--- config.mk ---
export PLATFORM = sky130hd
export DESIGN_NAME = knn_mac
export DESIGN_NICKNAME = d
export VERILOG_FILES = /design/src/rtl/knn_pkg.sv /design/src/rtl/knn_mac.sv
export SDC_FILE = /design/constraint.sdc
export NUM_CORES = 1
export LEC_CHECK = 0
export BUFFER_PORTS_ARGS = -buffer_cell sky130_fd_sc_hd__clkbuf_2
export CAP_MARGIN = 20
export CORE_ASPECT_RATIO = 2
export CORE_UTILIZATION = 57
export CTS_CLUSTER_DIAMETER = 40
export DETAILED_ROUTE_END_ITERATION = 12
export PLACE_DENSITY = 0.79
export REMOVE_ABC_BUFFERS = 1
export SETUP_SLACK_MARGIN = 0.5
export SLEW_MARGIN = 20
export SYNTH_ARGS = -nofsm -noshare
export SYNTH_HDL_FRONTEND = slang
export SYNTH_SLANG_ARGS = --single-unit
--- constraint.sdc ---
create_clock -name clock -period 6.1 [get_ports clock]
set_input_delay 0.305 -clock clock [delete_from_list [all_inputs] [get_ports clock]]
set_output_delay 0.305 -clock clock [all_outputs]
set_load 0.005 [all_outputs]
--- src/rtl/knn_pkg.sv ---
// Shared types and constants of the nearest-neighbour search block.
package knn_pkg;

   // Field widths of the request, result and register interfaces.
   localparam int REQ_POINT_BITS  = 10;
   localparam int REQ_DIM_BITS    = 4;
   localparam int REQ_SAMPLE_BITS = 16;
   localparam int RSP_INDEX_BITS  = 11;
   localparam int RSP_RANK_BITS   = 3;

   localparam int CFG_K_BITS      = 4;
   localparam int CFG_RADIUS_BITS = 10;
   localparam int CFG_DIMS_BITS   = 5;
   localparam int CFG_POINTS_BITS = 11;

   localparam int CSR_INDEX_BITS  = 3;
   localparam int CSR_DATA_BITS   = 16;

   // Register indexes of the configuration port.
   localparam logic [CSR_INDEX_BITS-1:0] CSR_NEIGHBOURS = 3'd0;
   localparam logic [CSR_INDEX_BITS-1:0] CSR_EXCLUSION  = 3'd1;
   localparam logic [CSR_INDEX_BITS-1:0] CSR_DIMS       = 3'd2;
   localparam logic [CSR_INDEX_BITS-1:0] CSR_POINTS     = 3'd3;

   // Request kinds.
   localparam logic REQ_LOAD  = 1'b0;
   localparam logic REQ_QUERY = 1'b1;

   // Squared distances saturate at all ones in this many bits.
   localparam int DIST_BITS = 38;
   localparam logic [DIST_BITS-1:0] DIST_ALL_ONES = '1;

   typedef struct packed {
      logic                              req_type;
      logic [REQ_POINT_BITS-1:0]         point_index;
      logic [REQ_DIM_BITS-1:0]           dim_index;
      logic signed [REQ_SAMPLE_BITS-1:0] sample_value;
   } knn_req_type;

   typedef struct packed {
      logic [RSP_INDEX_BITS-1:0] neighbour_index;
      logic [RSP_RANK_BITS-1:0]  rank;
      logic                      last;
   } knn_rsp_type;

   // Commands that drive every cell of the sorted list at once.
   typedef struct packed {
      logic clear;
      logic insert;
      logic shift_out;
   } knn_cell_ctl_type;

   // Tag that travels with one coordinate through the distance pipeline.
   typedef struct packed {
      logic valid;
      logic first;
      logic last;
   } knn_tag_type;

endpackage

--- src/rtl/knn_mac.sv ---
// Pipelined squared-difference accumulator that yields one distance per scanned point.
module knn_mac #(
   parameter int SAMPLE_BITS = 16,
   parameter int POINT_BITS  = 10
) (
   input  logic                              clock,
   input  logic                              reset,
   input  knn_pkg::knn_tag_type              in_tag,
   input  logic [POINT_BITS-1:0]             in_point,
   input  logic signed [SAMPLE_BITS-1:0]     in_a,
   input  logic signed [SAMPLE_BITS-1:0]     in_b,
   output logic                              busy,
   output logic                              cand_valid,
   output logic [knn_pkg::DIST_BITS-1:0]     cand_dist,
   output logic [POINT_BITS-1:0]             cand_point
);
   import knn_pkg::*;

   localparam int SQ_BITS  = 2 * SAMPLE_BITS;
   localparam int SUM_BITS = ((SQ_BITS > DIST_BITS) ? SQ_BITS : DIST_BITS) + 1;

   knn_tag_type            mag_tag_ff, sq_tag_ff;
   logic [POINT_BITS-1:0]  mag_point_ff, sq_point_ff, cand_point_ff;
   logic [SAMPLE_BITS-1:0] mag_ff, mag_in;
   logic [SQ_BITS-1:0]     sq_ff, sq_in;
   logic [DIST_BITS-1:0]   acc_ff, acc_in, acc_base;
   logic [DIST_BITS-1:0]   cand_dist_ff;
   logic                   cand_valid_ff;
   logic signed [SAMPLE_BITS:0] diff;
   logic [SUM_BITS-1:0]    sum;

   // Magnitude of the coordinate difference; it always fits the sample width.
   assign diff   = $signed({in_a[SAMPLE_BITS-1], in_a}) - $signed({in_b[SAMPLE_BITS-1], in_b});
   assign mag_in = diff[SAMPLE_BITS] ? SAMPLE_BITS'(-diff) : diff[SAMPLE_BITS-1:0];

   // Square of the magnitude.
   assign sq_in = SQ_BITS'(mag_ff) * SQ_BITS'(mag_ff);

   // Saturating accumulation, restarted on the first coordinate of a point.
   assign acc_base = sq_tag_ff.first ? '0 : acc_ff;
   assign sum      = SUM_BITS'(acc_base) + SUM_BITS'(sq_ff);
   assign acc_in   = (sum >= SUM_BITS'(DIST_ALL_ONES)) ? DIST_ALL_ONES : DIST_BITS'(sum);

   // Stage valid flags.
   always_ff @(posedge clock) begin
      if (reset) begin
         mag_tag_ff    <= '0;
         sq_tag_ff     <= '0;
         cand_valid_ff <= 1'b0;
      end else begin
         mag_tag_ff    <= in_tag;
         sq_tag_ff     <= mag_tag_ff;
         cand_valid_ff <= sq_tag_ff.valid & sq_tag_ff.last;
      end
   end

   // Stage payloads.
   always_ff @(posedge clock) begin
      mag_ff       <= mag_in;
      mag_point_ff <= in_point;
      sq_ff        <= sq_in;
      sq_point_ff  <= mag_point_ff;
      if (sq_tag_ff.valid) begin
         acc_ff <= acc_in;
      end
      if (sq_tag_ff.valid && sq_tag_ff.last) begin
         cand_dist_ff  <= acc_in;
         cand_point_ff <= sq_point_ff;
      end
   end

   assign busy       = mag_tag_ff.valid | sq_tag_ff.valid | cand_valid_ff;
   assign cand_valid = cand_valid_ff;
   assign cand_dist  = cand_dist_ff;
   assign cand_point = cand_point_ff;

endmodule

==> flow_summary.toml <==
[synth]
async_reset_ff_share_pct = 0
synth-warning-count = 0
yosysSeqAreaShare_pct = 27.3
syn-cell-area_um2 = 14900
syn_area_per_cell_um2 = 9.73
synth_edf_count = 86
synth_cell_types = 64
syn_inst = 1528
synth-main-ff-cell = "edfxtp_1"
synth.ff_latch_count = 160

[cells_and_area]
final_common_cell = "inv_1"
final_cell_area_um2 = 17700
multi_input_area_um2 = 10000
antenna_cells = 0
ff_latch_area_um2 = 4120
syn2layout_area_growth_pct = 18.8
layout-drive-gt1-share_pct = 20.9
nNetsFinal = 2074
fillers = 1834
layout_common_cells = "inv_1 (279), fa_1 (156), ha_1 (136), nand2_1 (130), clkbuf_2 (96)"
final_util_pct = 68.8

[clock_tree]
clk_pin_slew_ns = 0.07
cts_made_buffers = 17
cts_buffer_depth = 2
tritoncts = "yes"
clk_latency_ns = 0.44
cts_root_buffer = "clkbuf_16"
cts-htree-levels = 4
cts_sinks = 160

[routing]
firstDrtPassIters = 5
first_iter_violations = 582
ant_nets = 0
vias_per_cell = 5.44
wl_per_cell_um = 16.4
drc = 0
vias = 11200
wl_um = 33900

[setup_path]
endpoint_kind = "register"
cp.arrival_ns = 6.25
required_ns = 6.40
critical_path.max_fanout = 5
start_kind = "register"
path_class = "reg2reg"
crit_top_cell = "fa_1"
max_stage_delay_ns = 0.51
path_delay_family = "adder cells"
cp_num_buf_inv = 8
cp_slowest_cell = "fa_1"

[global_routing]
antenna_found_initial = 0
gr-total-overflow = 0
grt_first_pass_wirelength_um = 53800
grt_max_degree = 50
grt_usage_pct = 26.0
first_global_vias = 12200

[placement]
hpwl_um = 25800
gp_congestion = 0.901
place_area_um2 = 16100
io_buffers = 96

[sta]
fin_crit_ns = 5.94
hold_violations = 0
fin_crit_sh_pct = 97.4
setup_violations = 0
maxSlewHeadroom_pct = 30.3
drv_slew = 0
hold_ws_ns = 0.0929
tightest_slew_ns = 1.05
rsz0062_at_grt = "yes"
fin_skew_ns = 0.00748
max_clock_freq_ghz = 0.168

[floorplan]
ios = 97
design.die.area_um2 = 26800
start_util_pct = 57.9
rows = 83
die_y_um = 230
die_w_um = 116
coreArea_um2 = 25700

[hold_path]
hold_class = "in2reg"

[run_status]
status = "finished, final reports clean"

[job]
maxCapViolCount = 0
state kept, by name (all words and copies together) (netlist names):
signal        cells
sq_tag_ff         3
sq_ff            31
mag_ff           16
cand_point       10
mag_point_ff     10
cand_dist        38
acc_ff           38
sq_point_ff      10
cand_valid        1
mag_tag_ff        3
metrics by stage:
stage / std cells / setup slack (ns) / setup TNS [ns]
floorplan: 1490 / -0.0601 / -0.0601
global placement: 1989 / -0.112 / -0.171
detailed placement: 1989 / -0.241 / -0.663
CTS: 2048 / 0.219 / 0
global route: 2066 / -0.0597 / -0.159
finish: 2066 / 0.156 / 0
per-layer routing:
layer / global-route usage, % / vias up / share of wire [%]
met3: 3.15 / 164 / 3.0
met1: 24.6 / 5417 / 35
met5: 0 / - / 0
met2: 49.4 / 340 / 55
li1: - / 5316 / -
met4: 18.7 / 0 / 7.1
timing repair:
item	in CTS	in global routing
hold endpoints to repair	10	0
buffers inserted	17	18
pin swaps	63	51
endpoints found under the setup margin	16	16
gates resized for setup	116	62
hold buffers	10	0
area by class of cell:
type / instances / share of cell area [%]
Timing Repair Buffer: 204 / 8.21
Inverter: 298 / 6.35
Tap cell: 340 / 2.41
Clock inverter: 14 / 0.609
Sequential cell: 160 / 23.3
Multi-Input combinational cell: 1032 / 56.7
Clock buffer: 18 / 2.43
synth_stat cells (all sizes together) (4+ instances only):
master | count | area, um^2
mux2i | 6 | 60.1
a21o | 48 | 360
dfxtp | 74 | 1480
and2 | 49 | 307
edfxtp | 86 | 2580
a211oi | 7 | 62.6
nor2b | 51 | 319
and3 | 10 | 62.6
a31oi | 10 | 68.8
o31ai | 11 | 92.6
nand2b | 14 | 87.6
a21oi | 57 | 285
o21a | 6 | 45.0
fa | 165 | 3300
a21boi | 4 | 30.0
nand4 | 10 | 62.6
o21ai | 45 | 233
nor2 | 62 | 233
xor2 | 27 | 236
inv | 298 | 1120
or2 | 8 | 52.6
o21bai | 10 | 75.1
xnor2 | 60 | 526
ha | 149 | 1860
nand3 | 13 | 65.1
nand2 | 141 | 529
nor3 | 20 | 100
a31o | 4 | 35.0
o211ai | 6 | 45.0
clkbuf | 35 | 131
a2111oi | 7 | 86.3
logic make-up (layout without fill, tap and decap cells):
kind of cell | after synthesis | in the layout | synth area share (%)
simple gates | 390 | 390 | 12.9
buf+inv | 336 | 534 | 8.51
fa+ha+maj | 314 | 314 | 34.8
compound gates | 234 | 234 | 10.9
flops | 160 | 160 | 27.3
xor+xnor | 87 | 87 | 5.13
mux | 7 | 7 | 0.480
final timing paths:
check	depth (start not counted)	slack, ns	end	from
worst max register to register	25	0.16	sq_ff[29]	mag_ff[3]
worst min register to register	0	0.33	sq_point_ff[7]	mag_point_ff[7]
worst min-delay path	2	0.09	mag_tag_ff[1]	in_tag[1]
worst max-delay path	25	0.16	sq_ff[29]	mag_ff[3]
Power is not shown: default switching activity piles up to over one toggle a cycle in this logic, so the estimate is an artifact.
