File: config.mk
export PLATFORM = sky130hd
export DESIGN_NAME = knn_cell
export DESIGN_NICKNAME = d
export VERILOG_FILES = /design/src/rtl/knn_pkg.sv /design/src/rtl/knn_cell.sv
export SDC_FILE = /design/constraint.sdc
export NUM_CORES = 1
export LEC_CHECK = 0
export BUFFER_PORTS_ARGS = -buffer_cell sky130_fd_sc_hd__buf_2
export CAP_MARGIN = 5
export CORE_ASPECT_RATIO = 0.8
export CORE_MARGIN = 3
export CORE_UTILIZATION = 48
export CTS_CLUSTER_SIZE = 24
export DETAILED_ROUTE_END_ITERATION = 16
export PLACE_DENSITY = 0.87
export SETUP_SLACK_MARGIN = 0.5
export SLEW_MARGIN = 20
export SYNTH_ARGS = -nofsm -noshare
export SYNTH_HDL_FRONTEND = slang
export SYNTH_SLANG_ARGS = --single-unit
File: constraint.sdc
create_clock -name clock -period 14.6 [get_ports clock]
set_input_delay 0.73 -clock clock [delete_from_list [all_inputs] [get_ports clock]]
set_output_delay 0.73 -clock clock [all_outputs]
set_load 0.01 [all_outputs]
File: src/rtl/knn_pkg.sv
// Shared types and constants of the nearest-neighbour search block.
package knn_pkg;

   // Field widths of the request, result and register interfaces.
   localparam int REQ_POINT_BITS  = 10;
   localparam int REQ_DIM_BITS    = 4;
   localparam int REQ_SAMPLE_BITS = 16;
   localparam int RSP_INDEX_BITS  = 11;
   localparam int RSP_RANK_BITS   = 3;

   localparam int CFG_K_BITS      = 4;
   localparam int CFG_RADIUS_BITS = 10;
   localparam int CFG_DIMS_BITS   = 5;
   localparam int CFG_POINTS_BITS = 11;

   localparam int CSR_INDEX_BITS  = 3;
   localparam int CSR_DATA_BITS   = 16;

   // Register indexes of the configuration port.
   localparam logic [CSR_INDEX_BITS-1:0] CSR_NEIGHBOURS = 3'd0;
   localparam logic [CSR_INDEX_BITS-1:0] CSR_EXCLUSION  = 3'd1;
   localparam logic [CSR_INDEX_BITS-1:0] CSR_DIMS       = 3'd2;
   localparam logic [CSR_INDEX_BITS-1:0] CSR_POINTS     = 3'd3;

   // Request kinds.
   localparam logic REQ_LOAD  = 1'b0;
   localparam logic REQ_QUERY = 1'b1;

   // Squared distances saturate at all ones in this many bits.
   localparam int DIST_BITS = 38;
   localparam logic [DIST_BITS-1:0] DIST_ALL_ONES = '1;

   typedef struct packed {
      logic                              req_type;
      logic [REQ_POINT_BITS-1:0]         point_index;
      logic [REQ_DIM_BITS-1:0]           dim_index;
      logic signed [REQ_SAMPLE_BITS-1:0] sample_value;
   } knn_req_type;

   typedef struct packed {
      logic [RSP_INDEX_BITS-1:0] neighbour_index;
      logic [RSP_RANK_BITS-1:0]  rank;
      logic                      last;
   } knn_rsp_type;

   // Commands that drive every cell of the sorted list at once.
   typedef struct packed {
      logic clear;
      logic insert;
      logic shift_out;
   } knn_cell_ctl_type;

   // Tag that travels with one coordinate through the distance pipeline.
   typedef struct packed {
      logic valid;
      logic first;
      logic last;
   } knn_tag_type;

endpackage

File: src/rtl/knn_cell.sv
// One slot of the sorted neighbour list, linked to the slots on either side.
module knn_cell #(
   parameter int POINT_BITS = 10
) (
   input  logic                          clock,
   input  logic                          reset,
   input  knn_pkg::knn_cell_ctl_type     ctl,
   input  logic                          is_last,
   input  logic [knn_pkg::DIST_BITS-1:0] cand_dist,
   input  logic [POINT_BITS-1:0]         cand_point,
   input  logic                          prev_stays,
   input  logic                          prev_valid,
   input  logic [knn_pkg::DIST_BITS-1:0] prev_dist,
   input  logic [POINT_BITS-1:0]         prev_point,
   input  logic                          next_valid,
   input  logic [knn_pkg::DIST_BITS-1:0] next_dist,
   input  logic [POINT_BITS-1:0]         next_point,
   output logic                          valid,
   output logic [knn_pkg::DIST_BITS-1:0] slot_dist,
   output logic [POINT_BITS-1:0]         point,
   output logic                          stays
);
   import knn_pkg::*;

   logic                  valid_ff, valid_in;
   logic [DIST_BITS-1:0]  dist_ff, dist_in;
   logic [POINT_BITS-1:0] point_ff, point_in;
   logic                  keep;

   // An entry stays ahead of a candidate of equal or larger distance. The last
   // slot of the list gives way to a tie, so an equal newer point replaces it.
   assign stays = valid_ff && (dist_ff <= cand_dist);
   assign keep  = is_last ? (valid_ff && (dist_ff < cand_dist)) : stays;

   // Next slot content: clear, shift toward the head, or insertion step.
   always_comb begin
      valid_in = valid_ff;
      dist_in  = dist_ff;
      point_in = point_ff;
      if (ctl.clear) begin
         valid_in = 1'b0;
      end else if (ctl.shift_out) begin
         valid_in = next_valid;
         dist_in  = next_dist;
         point_in = next_point;
      end else if (ctl.insert && !keep) begin
         if (prev_stays) begin
            valid_in = 1'b1;
            dist_in  = cand_dist;
            point_in = cand_point;
         end else begin
            valid_in = prev_valid;
            dist_in  = prev_dist;
            point_in = prev_point;
         end
      end
   end

   always_ff @(posedge clock) begin
      if (reset) begin
         valid_ff <= 1'b0;
      end else begin
         valid_ff <= valid_in;
      end
   end

   always_ff @(posedge clock) begin
      dist_ff  <= dist_in;
      point_ff <= point_in;
   end

   assign valid     = valid_ff;
   assign slot_dist = dist_ff;
   assign point     = point_ff;

endmodule

==> results of run 1 <==
==> power by group through the flow <==
stage | combinational, µW | clock, µW | sequential, µW
after floorplan | 46.8 | 0 | 181
after global placement | 91.5 | 0 | 175
after detailed placement | 95.2 | 0 | 176
after CTS | 95.5 | 88.8 | 173
after global routing | 107 | 93.6 | 174
final | 94.3 | 87.3 | 173
==> cell families after synthesis <==
| kind of cell | Yosys count | share of synthesized area [%] |
|---|---|---|
| DFF | 49 | 41.5 |
| and+or+nand+nor | 88 | 11.9 |
| adders and majority gates | 38 | 13.5 |
| muxes | 48 | 13.6 |
| AOI/OAI and AO/OA | 81 | 13.4 |
| buffers and inverters | 56 | 6.11 |
==> per-layer routing <==
metal | global-route usage, % | vias up
met4 | 6.11 | 0
met3 | 4.20 | 15
met1 | 25.4 | 1447
li1 | - | 1676
met5 | 0 | -
met2 | 39.5 | 139
==> cell usage after synthesis, types with 3 or more instances <==
| cell | n |
|---|---|
| a21o_1 | 3 |
| inv_1 | 39 |
| o21ai_0 | 54 |
| edfxtp_1 | 48 |
| a21oi_1 | 14 |
| ha_1 | 38 |
| clkbuf_1 | 11 |
| nand2_1 | 63 |
| nand4_1 | 4 |
| nor2_1 | 8 |
| buf_2 | 4 |
| mux2i_1 | 48 |
==> stage by stage <==
stage	hold slack [ns]	power (µW)	util [%]	setup WS (ns)	cell area, µm²
floorplan	0.744	228	-	7.37	3520
global placement	0.792	267	65.9	11.35	4610
detailed placement	0.831	271	65.9	11.24	4610
CTS	0.649	357	67.4	11.25	4710
global route	0.657	374	67.4	11.13	4710
finish	0.656	354	67.4	11.27	4710
==> flip-flops by register name, indices dropped and copies added (netlist names) <==
register,cells
valid,1
point,10
slot_dist,38
==> final cells by class <==
type | count | area, µm²
fill | 550 | 2280
multi-input combinational | 255 | 1850
clock inverter | 1 | 5.00
clock buffer | 7 | 96.3
tap | 87 | 109
timing repair buffer | 206 | 1040
inverter | 39 | 146
sequential | 49 | 1460
==> how the worst min path moves through the flow <==
stage | from | endpoint | slack, ns
2_1_floorplan | valid$_SDFFE_PP0P_ | valid$_SDFFE_PP0P_ | 0.74
3_3_place_gp | valid$_SDFFE_PP0P_ | valid$_SDFFE_PP0P_ | 0.79
3_5_place_dp | valid$_SDFFE_PP0P_ | valid$_SDFFE_PP0P_ | 0.83
4_1_cts | reset | valid$_SDFFE_PP0P_ | 0.65
5_1_grt | reset | valid$_SDFFE_PP0P_ | 0.66
6_report | reset | valid$_SDFFE_PP0P_ | 0.66
==> critical path, cell delays in order <==
cell and delay [ns]:
buf_2 0.10, inv_1 0.04, ha_1 0.33, nand4_2 0.21, nor4_4 0.40, nand4_2 0.18
o211ai_2 0.22, nor2_1 0.07, o21a_1 0.18, buf_2 0.14
==> impl_results.md, run 1 <==
- CP max FO: 4
- Drt first pass iters: 4
- Global Route Usage Sum: between 20% and 30%
- Routed vias/inst: ~5.1
- Crit. Startpoint: cand_dist[37]
- RSZ-0062 raised after global routing: no
- Hold Buf Count CTS: 0
- Final ANT Viol Nets: 0
- Slew @ Worst Pin: 0.849 ns
- Grt ovf: 0
- Seq cells post-synth: 49
- Yosys synthesis warning count: 0
- R2R Path Start: slot_dist[37]$_DFFE_PP_
- Final Hold Vio Count: 0
- Crit end category: output pin
- Cell count after synthesis: 360
- I/O Pins: between 200 and 250
- Critical Path AT: 2.60 ns
- Full die area: between 8000 and 9000 µm²
- Cts repair resizes: 0
- Power Dens Cells: 75.2 nW/µm²
- Detailed-route via count: 3277
- Worst-Skew Late Latency: 0.30 ns
- Longest Clk Path Bufs: 2
- Logic pwr share: a little over a quarter
- Path depth of the worst reg2reg path: 8
- Worst-path clk slew: 0.09 ns
- Slew HR: 43.4%
- Synth top area cells: edfxtp_1 41%, mux2i_1 14%, ha_1 13%
- Starting Density: around half
- Clock Skews: 0.00756 ns
- Status: completed
- Worst EP required: roughly 14 ns
- H-tree depth: 2
- Crit path capture: stays
- WS Path Type: input pin to output pin
- Core outline area: 6990 µm²
- Syn avg cell area: a little under 10 µm²
- Metal2 WL: between 4000 and 5000 µm
- Cell taking the most area after synthesis: edfxtp_1
- Reg-to-Reg End: slot_dist[13]$_DFFE_PP_
- Root buf cell: clkbuf_8
- Global-route wire length before repair: 14100 µm
- Placed insts: 636
- Tcrit/Tclk final: 22.8%
- HP Class: input pin to register
- Drt initial violations: between 90 and 100
- Drt total wl: roughly 9500 µm
- Endpoints failing setup: 0
- Cell variety after synth: 34
- Share of the yosys chip area belonging to registers: 41.5%
- Maximum VDD drop: 0.0000367 V
- Clock share of power: about a quarter
- CTS tree: done
- Slew Limit Fails: 0
- Commonest cells after routing, fill and taps aside: 202 x buf_2, 63 x nand2_1, 54 x o21ai_0
- Min Tclk post-route: between 3 and 4 ns
- Seq pwr share: 48.7%
- Non-filler instance count after layout: around 640
- Gpl congestion: approximately 0.85
- Ant diodes: 0
- Drt wl/cell: about 15 µm
- Syn Std Cell Area: 3520 µm²
- Vias in the first global route: 3095
- Commonest non-fill, non-tap cell in the layout: buf_2
- Fmax: approximately 0.3 GHz
- DRC viols: 0
- Max-cap violations: 0
- Synthesis-to-finish area growth: 33.7%
- Switching pwr: 99.6 µW
- Static leakage: 0.00247 µW
- Final #Nets: 747
- I/O Buffers: 202
- Largest net degree at the start of global routing: ~100
- Clock sink count: between 40 and 50
- DP Wirelength: 7740 µm
- Setup Buffers After CTS: 0
- Die Width: 102 µm
- Total CTS buffers: 5
- Num rows: 27
- Int Power: 255 µW
- Predominant post-synthesis flop cell: edfxtp_1
- Fraction of layout cells with a size suffix above 1: 40.2%
- Worst reg-to-reg setup slack: 11.69 ns
- Syn nets: 551
- Hold path depth: 3
- Initial antenna violation count: 0
- Fin Setup TNS: 0 ns
- Uppermost layer routed: met4
- Switch share: between 20% and 30%
- CP Launch Type: input pin
- Synth top area share: 40.9%
- Die Height: approximately 83 µm
- Async SR Flop Fraction: 0%
- Met3 Routed Length: ~710 µm
- Number of synthesized flops with an enable pin: 48
- Met1 WL: 3830 µm
Power figures use the tool's default switching activity.
==> run 2: changes to the inputs <==
--- a/config.mk
+++ b/config.mk
@@ -9,10 +9,10 @@
 export CAP_MARGIN = 5
 export CORE_ASPECT_RATIO = 0.8
 export CORE_MARGIN = 3
-export CORE_UTILIZATION = 48
+export CORE_UTILIZATION = 45
 export CTS_CLUSTER_SIZE = 24
 export DETAILED_ROUTE_END_ITERATION = 16
-export PLACE_DENSITY = 0.87
+export PLACE_DENSITY = 0.82
 export SETUP_SLACK_MARGIN = 0.5
 export SLEW_MARGIN = 20
 export SYNTH_ARGS = -nofsm -noshare
==> constraint.sdc (replaced) <==
create_clock -name clock -period 3.5 [get_ports clock]
set_input_delay 0.175 -clock clock [delete_from_list [all_inputs] [get_ports clock]]
set_output_delay 0.175 -clock clock [all_outputs]
set_load 0.01 [all_outputs]
==> impl_results.md, run 2 (same netlist as run 1, synthesis figures left out) <==
- Drt total wl: 9570 µm
- Drt first pass iters: 4
- Placed insts: ~650
- Final ANT Viol Nets: 0
- Non-filler instance count after layout: between 600 and 700
- Worst-Skew Late Latency: 0.30 ns
- Ant diodes: 0
- Die Height: roughly 85 µm
- I/O Pins: about 200
- Tcrit/Tclk final: 80.2%
- RSZ-0062 raised after global routing: no
- Gpl congestion: 0.785
- Worst-path clk slew: approximately 0.090 ns
- Total CTS buffers: 5
- DP Wirelength: about 7900 µm
- Drt initial violations: 107
- Full die area: just under 9000 µm²
- Crit end category: register
- Clock sink count: 49
- Slew Limit Fails: 0
- Multi-input logic area: 1890 µm²
- Status: completed
- Drt wl/cell: 14.5 µm
- Worst EP required: 3.47 ns
- Commonest non-fill, non-tap cell in the layout: buf_2
- Clock Skews: 0.00865 ns
- Min Tclk post-route: 2.81 ns
- Longest Clk Path Bufs: 2
- FILL cells: 664
- Initial antenna violation count: 0
- Final #Nets: 747
- Detailed-route via count: 3329
- Critical Path AT: 2.78 ns
- Static leakage: 0.00247 µW
- Fmax: 0.356 GHz
- Core outline area: 7500 µm²
- Synthesis-to-finish area growth: 34.9%
- Global-route wire length before repair: about 15000 µm
- Slew HR: 53.3%
- Commonest cells after routing, fill and taps aside: 202 x buf_2, 63 x nand2_1, 54 x o21ai_0
- Global Route Usage Sum: between 20% and 30%
- Endpoints failing setup: 0
- Reg area: 1460 µm²
- Max-cap violations: 0
- Max reg flops: 38
- Maximum VDD drop: about 0.00019 V
- Grt ovf: 0
- Power Dens Cells: 304 nW/µm²
- Starting Density: 47.0%
- Die Width: 105 µm
- CP max FO: 34
- Fraction of layout cells with a size suffix above 1: 40.4%
- H-tree depth: 2
- I/O Buffers: roughly 200
- HP Class: input pin to register
- Root buf cell: clkbuf_8
- DRC viols: 0
- Vias in the first global route: 3398
- Final Hold Vio Count: 0
- Fin Hold WS: 0.108 ns
- Largest net degree at the start of global routing: about 80
- Hold Buf Count CTS: 0
- Num rows: 28
- WS Path Type: register to register
- Routed vias/inst: 5.03
- Slew @ Worst Pin: 0.701 ns
- CTS tree: done
- CP Launch Type: register
## run 2: power by group
part	internal, µW	switching (µW)
Combinational	188	212
Clock	139	188
Sequential	699	19.9
## run 2: final timing paths
path,from,end,slack (ns),cells after the start
worst max-delay path,slot_dist[28]$_DFFE_PP_,slot_dist[15]$_DFFE_PP_,0.69,8
worst min-delay path,reset,valid$_SDFFE_PP0P_,0.11,3
worst max register to register,slot_dist[28]$_DFFE_PP_,slot_dist[15]$_DFFE_PP_,0.69,8
worst min register to register,valid$_SDFFE_PP0P_,valid$_SDFFE_PP0P_,0.89,2
## run 2: routing by layer
metal	global-route usage [%]	vias up	share of wire [%]	wire length [µm]
met4	5.48	0	1.7	161
met2	39.0	143	50	4800
met3	5.63	17	7.9	754
met1	24.6	1495	40	3860
li1	-	1674	-	-
met5	0	-	0	0
## run 2: cell type report
type                            count  area share [%]
Tap cell                          105            2.76
Clock buffer                        6            1.53
Sequential cell                    49            30.7
Clock inverter                      2           0.211
Timing Repair Buffer              206            22.0
Multi-Input combinational cell    255            39.7
Inverter                           39            3.08
## run 2: through the flow
step	total power [µW]	util (%)	setup TNS, ns	worst slack (ns)	cell area [µm²]
after floorplan	951	-	-10.66	-0.222	3560
after global placement	1120	62.2	0	0.759	4670
after detailed placement	1140	62.2	0	0.617	4670
after CTS	1460	63.4	0	0.575	4750
after global routing	1540	63.4	0	0.501	4750
final	1440	63.4	0	0.695	4750
## run 2: timing repair
action / in CTS / in global routing
resized for setup: 0 / 1
buffers inserted: 0 / 0
endpoints found under the setup margin: 0 / 34
## run 2: critical path, cell delays in order, from the launching register on
cell and delay (ns):
edfxtp_1 0.41, ha_1 0.31, nand4_1 0.16, nor4_4 0.40, nand4_2 0.18, o211ai_2 0.23
nor4b_2 0.10, nor4_4 0.34, buf_6 0.35
